===== src/rtl/core/brbp_pkg.sv =====
`timescale 1ns / 1ps
`default_nettype none
// ----------------------------------------------------------------------------
// brbp_pkg
// Shared types and constants of the byte ring buffer with prepend.
// ----------------------------------------------------------------------------
package brbp_pkg;

  // default number of store entries
  localparam int unsigned BrbpDepthDefault = 256;

  // width and reset value of the size register
  localparam int unsigned SizeWidth = 9;
  localparam logic [SizeWidth-1:0] SizeReset = 9'd256;

  // command codes
  typedef enum logic [1:0] {
    CMD_APPEND  = 2'd0,
    CMD_PREPEND = 2'd1,
    CMD_READ    = 2'd2,
    CMD_CLEAR   = 2'd3
  } cmd_e;

  // result status codes
  typedef enum logic [1:0] {
    STAT_OK    = 2'd0,
    STAT_FULL  = 2'd1,
    STAT_EMPTY = 2'd2
  } status_e;

endpackage : brbp_pkg
`default_nettype wire


===== src/rtl/core/byte_ring_buffer_with_prepend.sv =====
`timescale 1ns / 1ps
`default_nettype none
// ----------------------------------------------------------------------------
// byte_ring_buffer_with_prepend
// Circular byte deque: append at back, prepend at front, read from front,
// clear. Every command item gives one result item with status and counts.
// ----------------------------------------------------------------------------
//  channel  | handshake               | payload
//  ---------+-------------------------+--------------------------------------
//  input    | in_valid_i / in_ready_o | cmd_i, byte_in_i
//  result   | out_valid_o/out_ready_i | byte_out_o, status_o, fill_count_o,
//           |                         | space_count_o
//  config   | cfg_we_i                | cfg_wdata_i (size_in_use)
//
//  one item is accepted per cycle while in_ready_o is high; its result is
//  registered in the first result slot and then moves to the output register
//  once that register is empty or out_ready_i takes the result it holds
//  reset clears the indices and sets size_in_use to 256; store is not cleared
//  two result slots, the second of which drives the outputs, so an item is
//  still taken while one result waits; in_ready_o drops only when both slots
//  hold results and out_ready_i is low
// ----------------------------------------------------------------------------
module byte_ring_buffer_with_prepend
  import brbp_pkg::*;
#(
  parameter int unsigned DEPTH = BrbpDepthDefault
) (
  input  wire logic                 clk_i,
  input  wire logic                 rst_ni,
  // configuration
  input  wire logic                 cfg_we_i,
  input  wire logic [SizeWidth-1:0] cfg_wdata_i,
  // command items
  input  wire logic                 in_valid_i,
  output logic                      in_ready_o,
  input  wire logic [1:0]           cmd_i,
  input  wire logic [7:0]           byte_in_i,
  // result items
  output logic                      out_valid_o,
  input  wire logic                 out_ready_i,
  output logic [7:0]                byte_out_o,
  output logic [1:0]                status_o,
  output logic [7:0]                fill_count_o,
  output logic [7:0]                space_count_o
);

  localparam int unsigned IW = (DEPTH > 1) ? $clog2(DEPTH) : 1;
  localparam int unsigned CW = IW + 1;
  localparam int unsigned SW = (CW > SizeWidth) ? CW : SizeWidth;

  // state
  logic [SizeWidth-1:0] size_q;
  logic [IW-1:0]        wr_idx_q, wr_idx_d;
  logic [IW-1:0]        rd_idx_q, rd_idx_d;
  logic [7:0]           store_q [DEPTH];
  logic [7:0]           rdata_q;

  // first result slot
  logic       s1_valid_q;
  logic       s1_rd_ok_q;
  status_e    s1_status_q;
  logic [7:0] s1_fill_q;
  logic [7:0] s1_space_q;

  // second result slot (output register)
  logic       s2_valid_q;
  logic [7:0] s2_byte_q;
  status_e    s2_status_q;
  logic [7:0] s2_fill_q;
  logic [7:0] s2_space_q;

  logic       accept;
  logic       s1_move;
  cmd_e       cmd;
  logic [SW-1:0] size_ext;
  logic [CW-1:0] sz;
  logic [CW-1:0] fill_cur, space_cur;
  logic [CW-1:0] fill_nxt, space_nxt;
  logic [CW+7:0] fill_wide, space_wide;
  logic          empty;
  logic          wr_en;
  logic [IW-1:0] wr_addr;
  logic          rd_ok;
  status_e       status_n;
  logic [CW-1:0] wr_inc, rd_inc;

  // handshake
  assign s1_move    = s1_valid_q && (!s2_valid_q || out_ready_i);
  assign in_ready_o = !s1_valid_q || !s2_valid_q || out_ready_i;
  assign accept     = in_valid_i && in_ready_o;
  assign cmd        = cmd_e'(cmd_i);

  // effective size, clamped to 1..DEPTH
  always_comb begin
    size_ext = SW'(size_q);
    if (size_ext == '0) begin
      sz = CW'(1);
    end else if (size_ext > SW'(DEPTH)) begin
      sz = CW'(DEPTH);
    end else begin
      sz = CW'(size_ext);
    end
  end

  // fill and space before the command
  assign empty = (wr_idx_q == rd_idx_q);
  always_comb begin
    if (wr_idx_q >= rd_idx_q) begin
      fill_cur = CW'(wr_idx_q) - CW'(rd_idx_q);
    end else begin
      fill_cur = sz - CW'(rd_idx_q) + CW'(wr_idx_q);
    end
    space_cur = sz - CW'(1) - fill_cur;
  end

  // index increments, wrapped to zero on reaching sz where they are used
  assign wr_inc = CW'(wr_addr) + CW'(1);
  assign rd_inc = CW'(rd_idx_q) + CW'(1);

  // command decode and next indices
  always_comb begin
    wr_idx_d = wr_idx_q;
    rd_idx_d = rd_idx_q;
    wr_en    = 1'b0;
    wr_addr  = empty ? '0 : wr_idx_q;
    rd_ok    = 1'b0;
    status_n = STAT_OK;
    unique case (cmd)
      CMD_APPEND: begin
        if (space_cur == '0) begin
          status_n = STAT_FULL;
        end else begin
          wr_en    = 1'b1;
          rd_idx_d = empty ? '0 : rd_idx_q;
          wr_idx_d = (wr_inc == sz) ? '0 : IW'(wr_inc);
        end
      end
      CMD_PREPEND: begin
        if (space_cur == '0) begin
          status_n = STAT_FULL;
        end else begin
          wr_en = 1'b1;
          if (empty) begin
            wr_idx_d = '0;
            rd_idx_d = IW'(sz - CW'(1));
          end else if (rd_idx_q == '0) begin
            rd_idx_d = IW'(sz - CW'(1));
          end else begin
            rd_idx_d = rd_idx_q - IW'(1);
          end
          wr_addr = rd_idx_d;
        end
      end
      CMD_READ: begin
        if (empty) begin
          status_n = STAT_EMPTY;
        end else begin
          rd_ok    = 1'b1;
          rd_idx_d = (rd_inc == sz) ? '0 : IW'(rd_inc);
        end
      end
      CMD_CLEAR: begin
        wr_idx_d = '0;
        rd_idx_d = '0;
      end
      default: begin
        wr_idx_d = wr_idx_q;
        rd_idx_d = rd_idx_q;
      end
    endcase
  end

  // fill and space after the command
  always_comb begin
    if (wr_idx_d >= rd_idx_d) begin
      fill_nxt = CW'(wr_idx_d) - CW'(rd_idx_d);
    end else begin
      fill_nxt = sz - CW'(rd_idx_d) + CW'(wr_idx_d);
    end
    space_nxt  = sz - CW'(1) - fill_nxt;
    fill_wide  = (CW+8)'(fill_nxt);
    space_wide = (CW+8)'(space_nxt);
  end

  // byte store with registered read
  always_ff @(posedge clk_i) begin
    if (accept && wr_en) begin
      store_q[wr_addr] <= byte_in_i;
    end
    if (accept) begin
      rdata_q <= store_q[rd_idx_q];
    end
  end

  // size register and indices
  always_ff @(posedge clk_i or negedge rst_ni) begin
    if (!rst_ni) begin
      size_q   <= SizeReset;
      wr_idx_q <= '0;
      rd_idx_q <= '0;
    end else if (cfg_we_i) begin
      size_q   <= cfg_wdata_i;
      wr_idx_q <= '0;
      rd_idx_q <= '0;
    end else if (accept) begin
      wr_idx_q <= wr_idx_d;
      rd_idx_q <= rd_idx_d;
    end
  end

  // first result slot
  always_ff @(posedge clk_i or negedge rst_ni) begin
    if (!rst_ni) begin
      s1_valid_q <= 1'b0;
    end else if (accept) begin
      s1_valid_q <= 1'b1;
    end else if (s1_move) begin
      s1_valid_q <= 1'b0;
    end
  end

  always_ff @(posedge clk_i) begin
    if (accept) begin
      s1_rd_ok_q  <= rd_ok;
      s1_status_q <= status_n;
      s1_fill_q   <= fill_wide[7:0];
      s1_space_q  <= space_wide[7:0];
    end
  end

  // output register
  always_ff @(posedge clk_i or negedge rst_ni) begin
    if (!rst_ni) begin
      s2_valid_q <= 1'b0;
    end else if (s1_move) begin
      s2_valid_q <= 1'b1;
    end else if (out_ready_i) begin
      s2_valid_q <= 1'b0;
    end
  end

  always_ff @(posedge clk_i) begin
    if (s1_move) begin
      s2_byte_q   <= s1_rd_ok_q ? rdata_q : 8'd0;
      s2_status_q <= s1_status_q;
      s2_fill_q   <= s1_fill_q;
      s2_space_q  <= s1_space_q;
    end
  end

  assign out_valid_o   = s2_valid_q;
  assign byte_out_o    = s2_byte_q;
  assign status_o      = s2_status_q;
  assign fill_count_o  = s2_fill_q;
  assign space_count_o = s2_space_q;

  // assertions
  // a refused write leaves both indices in place
  a_full_holds: assert property (@(posedge clk_i) disable iff (!rst_ni)
    (accept && !cfg_we_i && status_n == STAT_FULL)
      |=> ($stable(wr_idx_q) && $stable(rd_idx_q)))
    else $error("indices moved on a refused write");

  // indices stay inside the part of the store in use
  a_idx_range: assert property (@(posedge clk_i) disable iff (!rst_ni)
    (CW'(wr_idx_q) < sz) && (CW'(rd_idx_q) < sz))
    else $error("index outside the store in use");

  // no item is taken when both result slots are full and stalled
  a_no_overrun: assert property (@(posedge clk_i) disable iff (!rst_ni)
    (s1_valid_q && s2_valid_q && !out_ready_i) |-> !in_ready_o)
    else $error("item taken with no result slot free");

endmodule : byte_ring_buffer_with_prepend
`default_nettype wire

===== config.mk =====
export PLATFORM = sky130hd
export DESIGN_NAME = byte_ring_buffer_with_prepend
export DESIGN_NICKNAME = d
export VERILOG_FILES = /design/src/rtl/core/brbp_pkg.sv /design/src/rtl/core/byte_ring_buffer_with_prepend.sv
export SDC_FILE = /design/constraint.sdc
export NUM_CORES = 2
export LEC_CHECK = 0
export BUFFER_PORTS_ARGS = -buffer_cell sky130_fd_sc_hd__buf_2
export CAP_MARGIN = 20
export CELL_PAD_IN_SITES_DETAIL_PLACEMENT = 0
export CELL_PAD_IN_SITES_GLOBAL_PLACEMENT = 2
export CORE_MARGIN = 2
export CORE_UTILIZATION = 53
export CTS_CLUSTER_SIZE = 14
export DETAILED_ROUTE_END_ITERATION = 12
export PLACE_DENSITY = 0.86
export SYNTH_ARGS = -nofsm -noshare
export SYNTH_HDL_FRONTEND = slang
export SYNTH_SLANG_ARGS = --single-unit

===== constraint.sdc =====
create_clock -name clk_i -period 33.4 [get_ports clk_i]
set_input_delay 1.67 -clock clk_i [delete_from_list [all_inputs] [get_ports clk_i]]
set_output_delay 1.67 -clock clk_i [all_outputs]
set_load 0.03 [all_outputs]

## Word level (Yosys, flattened, before mapping)

Memories as Yosys holds them, arrays and structs flattened. A register that Yosys moved wholly into a read port is not among the register bits.
Index checks and enable logic that the tools add are counted.

| cells by class | value |
|---|---|
| reductions and logical operators | 16 |
| shift operators | 0 |
| $mul | 0 |
| divide/modulo/power cells | 0 |
| equality and inequality tests | 6 |
| add/sub/neg operators | 12 |
| mux-type cells | 35 |
| $lt $le $gt $ge | 3 |
| bitwise operators | 0 |

Operators by type and width:

| kind | number |
|---|---|
| 8-bit 2-to-1 mux | 18 |
| 8-bit case mux with 4 select lines | 1 |
| 9-bit 2-to-1 mux | 3 |
| 8-bit case mux with 3 select lines | 1 |
| 8-bit subtractor | 3 |
| 8-bit by 1-bit adder with 9-bit output, second input constant | 2 |
| 9-bit equality test | 2 |
| 9-bit zero test | 2 |
| 8-bit >= comparator | 2 |
| 1-bit 2-to-1 mux | 10 |
| 9-bit by 8-bit adder with 9-bit output | 1 |
| 9-bit greater-than comparator, second input constant | 1 |
| 8-bit by 8-bit subtractor with 9-bit output | 1 |
| 9-bit by 1-bit subtractor with 9-bit output, second input constant | 1 |
| 9-bit by 8-bit subtractor with 9-bit output | 1 |
| 9-bit subtractor | 1 |
| 8-bit adder | 1 |
| 8-bit equality test | 1 |
| 8-bit zero test | 1 |
| 8-bit by 1-bit subtractor with 8-bit output, second input constant | 1 |
| 2-bit nonzero test | 3 |
| 2-bit equality test, second input constant | 2 |
| 2-bit case mux with 2 select lines | 1 |
| 1-bit logical AND | 3 |
| 6 further kinds | 9 |

| storage, ports and cells | value |
|---|---|
| ROM bits | 0 |
| word-level logic and storage cells | 86 |
| latch bits | 0 |
| bits in writable memories | 2048 |
| input port bits | 24 |
| output and inout port bits | 28 |
| memories kept | 1 |
| flip-flop bits (word level) | 72 |

Memory list:

| memory | words | width | rd ports | clocked after Yosys merged registers in | write ports | line | text |
|---|---|---|---|---|---|---|---|
| store_q | 256 | 8 | 1 | 1 | 1 | byte_ring_buffer_with_prepend.sv:55 | `logic [7:0] store_q [DEPTH];` |

## Logic depth before layout (Yosys ltp)

| depth | value |
|---|---|
| depth after elaboration | 18 |
| depth in mapped cells | 57 |

## Worst setup path before layout

Ideal clock, no wire load.

| timing path | value |
|---|---|
| path type | flip-flop to flip-flop |
| start point | register rd_idx_q[2] |
| end point | register s1_space_q[7] (data pin) |
| stages on the path, launching flop included | 53 |
| library setup time | 271 ps |
| data required time | 33129 ps |
| path buffers | 11 |
| path slack | 21533 ps |
| arrival | 11596 ps |
| clock period less this slack | 11867 ps |
| cell sequence | dfrtp_1 > clkbuf_1 > clkinv_1 > buf_1 > clkbuf_1 > buf_1 > clkbuf_1 > ha_1 > o21a_1 > o31a_1 > o21a_1 > nor2_1 > clkbuf_1 > o21ai_0 > ha_1 > nor2b_1 > o2111a_1 > o311ai_0 > [17 not listed] > ha_1 > inv_1 > fa_1 > a21o_1 > a21oi_1 > o21a_1 > o21ai_0 > a21o_1 > a21oi_1 > buf_1 > mux2_2 > ha_1 > nor2b_1 > nor3_1 > o21ai_0 > a21oi_1 > o311ai_0 > xor2_1 |

| on the way | value |
|---|---|
| longest elaborated chain between the ends | 15 |
| elaborated cells on any way between the ends | 35 |
| classes of those cells | add/sub (11); order compare (2); eq/ne (3); mux (17); reduce/logical (2) |

RTL lines:

| item | line | text |
|---|---|---|
| start, declared | byte_ring_buffer_with_prepend.sv:54 | `logic [IW-1:0] rd_idx_q, rd_idx_d;` |
| start signal, assigned | byte_ring_buffer_with_prepend.sv:207 | `rd_idx_q <= rd_idx_d;` |
| 9-bit by 8-bit subtractor with 9-bit output | byte_ring_buffer_with_prepend.sv:111 | `fill_cur = sz - CW'(rd_idx_q) + CW'(wr_idx_q);` |
| 9-bit by 8-bit adder with 9-bit output | byte_ring_buffer_with_prepend.sv:111 |  |
| 9-bit 2-to-1 mux | byte_ring_buffer_with_prepend.sv:108 | `if (wr_idx_q >= rd_idx_q) begin` |
| 9-bit subtractor | byte_ring_buffer_with_prepend.sv:113 | `space_cur = sz - CW'(1) - fill_cur;` |
| 9-bit zero test | byte_ring_buffer_with_prepend.sv:130, byte_ring_buffer_with_prepend.sv:139 |  |
| 8-bit 2-to-1 mux | byte_ring_buffer_with_prepend.sv:139 | `if (space_cur == '0) begin` |
| 8-bit 2-to-1 mux | byte_ring_buffer_with_prepend.sv:128 | `unique case (cmd)` |
| 8-bit by 1-bit adder with 9-bit output | byte_ring_buffer_with_prepend.sv:117 | `assign wr_inc = CW'(wr_addr) + CW'(1);` |
| 9-bit equality test | byte_ring_buffer_with_prepend.sv:135 | `wr_idx_d = (wr_inc == sz) ? '0 : IW'(wr_inc);` |
| 8-bit 2-to-1 mux | byte_ring_buffer_with_prepend.sv:135 |  |
| 8-bit 2-to-1 mux | byte_ring_buffer_with_prepend.sv:130 | `if (space_cur == '0) begin` |
| 8-bit case mux with 3 select lines | byte_ring_buffer_with_prepend.sv:128 |  |
| 8-bit adder, or another cell as far along | byte_ring_buffer_with_prepend.sv:178 | `fill_nxt = sz - CW'(rd_idx_d) + CW'(wr_idx_d);` |
| 8-bit 2-to-1 mux (*) | byte_ring_buffer_with_prepend.sv:175 | `if (wr_idx_d >= rd_idx_d) begin` |
| 8-bit subtractor (*) | byte_ring_buffer_with_prepend.sv:180 | `space_nxt = sz - CW'(1) - fill_nxt;` |
| net space_nxt[7] | byte_ring_buffer_with_prepend.sv:78 | `logic [CW-1:0] fill_nxt, space_nxt;` |
| end signal, assigned | byte_ring_buffer_with_prepend.sv:227 | `s1_space_q <= space_wide[7:0];` |
| end, declared | byte_ring_buffer_with_prepend.sv:63 | `logic [7:0] s1_space_q;` |

Mark *: on every way through the listed nets, which the timed path passes. The rest lies on a longest branch.
A chain may end at the register's enable or synchronous reset.

## Final worst setup path

| timing path | value |
|---|---|
| start point | register rd_idx_q[1] |
| end point | register s1_space_q[7] (data pin) |

The elaborated chain is that of the path after synthesis.

==> metrics.txt <==
status=complete, no violations; max FFs per register=2048; grt total ovfl=0; LEAKAGE=0.0297 uW; CTS clk-pin slew, worst paths=0.07 ns; Worst path max stage delay=0.81 ns; area leader, netlist=edfxtp_1; core box area=0.163 mm^2; Setup violations, final=0; CTS Buf Count=205; Setup Crit Path Kind=flop to flop; Hold Path Class=flop to flop; fillers=11800; Post-Syn Area per Cell=18.5 um^2; internal power=4540 uW; num ports=52; Final Wtd Congestion=0.924; Setup TNS=0 ns; first-pass GRT wire length=328000 um; CTS max path bufs=3; maxcap violations=0; Worst Path Arrival=14.22 ns; Startpoint Class=flop; vias in the first global route=45000; Final #Nets=4853; clock skew=0.0458 ns; number of flops mapped to enable cells by yosys=2101; Ys Warns=0; postcts setup bufs=0; H-tree depth=4; drt pass-1 iters=6; initial antenna violation count=5; clk sinks=2128; Slew @ Worst Pin=1.17 ns; CTS tree=done; Comb power frac=0.141; largest net degree at the start of global routing=115; Worst-Skew Late Latency=0.86 ns; Synth area leaders=edfxtp_1 73%, mux4_2 9.7%, mux2i_1 4.4%; Post-Place Cell Area=0.0895 mm^2; die footprint=0.167 mm^2; CP dominant cell by count=ha_1; register area share after synthesis=0.736; post-synthesis cell type count=80; Max Fclk=73.1 MHz; most frequent cells in the layout=2101 x edfxtp_1, 377 x mux2i_1, 375 x mux4_2; Die Wd=408 um; Final WS setup=19.73 ns; WL final=229000 um; Mapped Area=0.0866 mm^2; Synth Flop Type=edfxtp_1; R2R cell count=42; number of port buffers=51; Crit. Startpoint=rd_idx_q[1]; Min Clock Period, post-route=13.67 ns; dpl ws=19.97 ns; R2R Path Start=rd_idx_q[1]; register with the most flip-flops=store_q; Yosys reg bits=2128; dpl hpwl=140000 um; CP Max Fanout=35; final worst path period share=0.409; Iter 0 DRT Violations=6658; part of the power in registers=0.490; Area Overhead vs Synth=10.9%; die outline height=408 um; Avg WL per Cell=32.2 um; GRT Util Overall=0.274; Slew headroom=0.218; capturing point of the worst reg2reg path=s1_space_q[7]; Starting Density=0.533; Routed Antenna Nets=0; root buffer cell=clkbuf_16; Via-to-Cell Ratio=6.52; most common cell after layout, fill and taps aside=edfxtp_1; Switch Pwr=1570 uW; hold path start=s1_space_q[4]; post-route cell area=0.0961 mm^2; Power Dens Cells=63.7 mW/mm^2; Resized cells post-CTS=0; RSZ-0062 raised after global routing=no; Setup crit end=s1_space_q[7]; Site Rows=148; worst reg2reg setup slack=19.73 ns; # DRC=0; crit path max-delay cell type=dfrtp_4; Peak VDD IR=44.9 uV; CTS Hold Buffers Added=0; Worst Path Required=33.95 ns; Sw Ratio=0.257; final max-slew violation count=0; part of the power in the clock network=0.370; Yosys top cell area share=0.728; share of layout cells above drive strength 1=0.178; Cells after Synth=4679; Hold Fails Final Rpt=0; asr flop ratio synth=0.0127; syn_nets=4775; via count=46400; endpoint type of the worst setup path=flop
## kinds of logic after synthesis
group | synth area share
AOI/OAI and AO/OA | 0.0496
xor gates and xnor gates | 0.00703
adders and majority gates | 0.0120
buffers and inverters | 0.0167
DFF | 0.736
muxes | 0.144
and+or+nand+nor | 0.0345
## final cells by class
class / instances / area (um^2) / share of cell area
Sequential cell: 2128 / 63800 / 0.664
Multi-Input combinational cell: 2180 / 21500 / 0.224
Clock buffer: 249 / 5300 / 0.0551
Tap cell: 2175 / 2720 / 0.0283
Clock inverter: 132 / 1230 / 0.0128
Timing Repair Buffer: 152 / 1170 / 0.0122
Inverter: 90 / 344 / 0.00358
Antenna cell: 3 / 7.51 / 0.0000782
## metal layers
| metal | up-vias | global-route usage | part of all wire |
|---|---|---|---|
| met4 | 4 | 0.0895 | 0.034 |
| met5 | - | 0.00977 | 0.00099 |
| met3 | 376 | 0.0503 | 0.090 |
| met1 | 24400 | 0.393 | 0.40 |
| met2 | 2371 | 0.430 | 0.47 |
| li1 | 19300 | - | - |
## cell usage after synthesis, drive strengths merged (7+ instances only)
| master | instances |
|---|---|
| nand3 | 34 |
| nor2b | 13 |
| nand4 | 8 |
| a22o | 8 |
| inv | 86 |
| o21ai | 56 |
| a32oi | 7 |
| a31oi | 12 |
| or2 | 13 |
| and3 | 14 |
| mux2i | 377 |
| a21oi | 133 |
| fa | 18 |
| ha | 54 |
| o221ai | 157 |
| clkbuf | 194 |
| o21a | 7 |
| xor2 | 23 |
| a22oi | 7 |
| nand2 | 86 |
| buf | 87 |
| nor4 | 7 |
| o22ai | 84 |
| o21bai | 7 |
| nor2 | 336 |
| and2 | 31 |
| xnor2 | 44 |
| mux2 | 24 |
| a211oi | 12 |
| nand2b | 13 |
| edfxtp | 2101 |
| nor3 | 92 |
| a21o | 18 |
| o31ai | 7 |
| dfrtp | 26 |
| a32o | 12 |
| a221oi | 16 |
| mux4 | 375 |
## how the worst min path moves through the flow
stage,to,slack (ns),depth (start not counted)
after floorplan,fill_count_o[0],0.40,0
after global placement,fill_count_o[5],0.40,0
after detailed placement,fill_count_o[5],0.41,0
after CTS,status_o[1],0.42,0
after global routing,fill_count_o[5],0.42,0
final,space_count_o[4],0.42,0
## stage by stage
step	cells	hold slack, ns	total power, uW	util
5_1_grt	7107	0.422	6290	0.591
6_report	7109	0.418	6120	0.591
3_3_place_gp	6720	0.400	3900	0.550
4_1_cts	7104	0.419	6130	0.591
2_1_floorplan	4679	0.400	3580	-
3_5_place_dp	6723	0.405	3900	0.550
## worst max-delay path: cells and delay by family (launching register included)
kind                     cells  cell delay (ns)
multiplexers                 1             0.43
flip-flops                   1             0.81
XOR/XNOR                     1             0.12
AO/OA/AOI/OAI               19             5.67
AND/OR/NAND/NOR             11             3.09
adder cells (fa/ha/maj)      6             2.27
buffers and inverters        4             0.93
## power groups by stage
stage                     sequential (uW)  clock, uW  combinational (uW)
after detailed placement             3050          0                 850
after floorplan                      3050          0                 533
after global placement               3050          0                 850
final                                2990       2260                 860
after CTS                            3000       2280                 854
after global routing                 3000       2380                 916
Note: power is estimated with default switching activity, not from simulation.
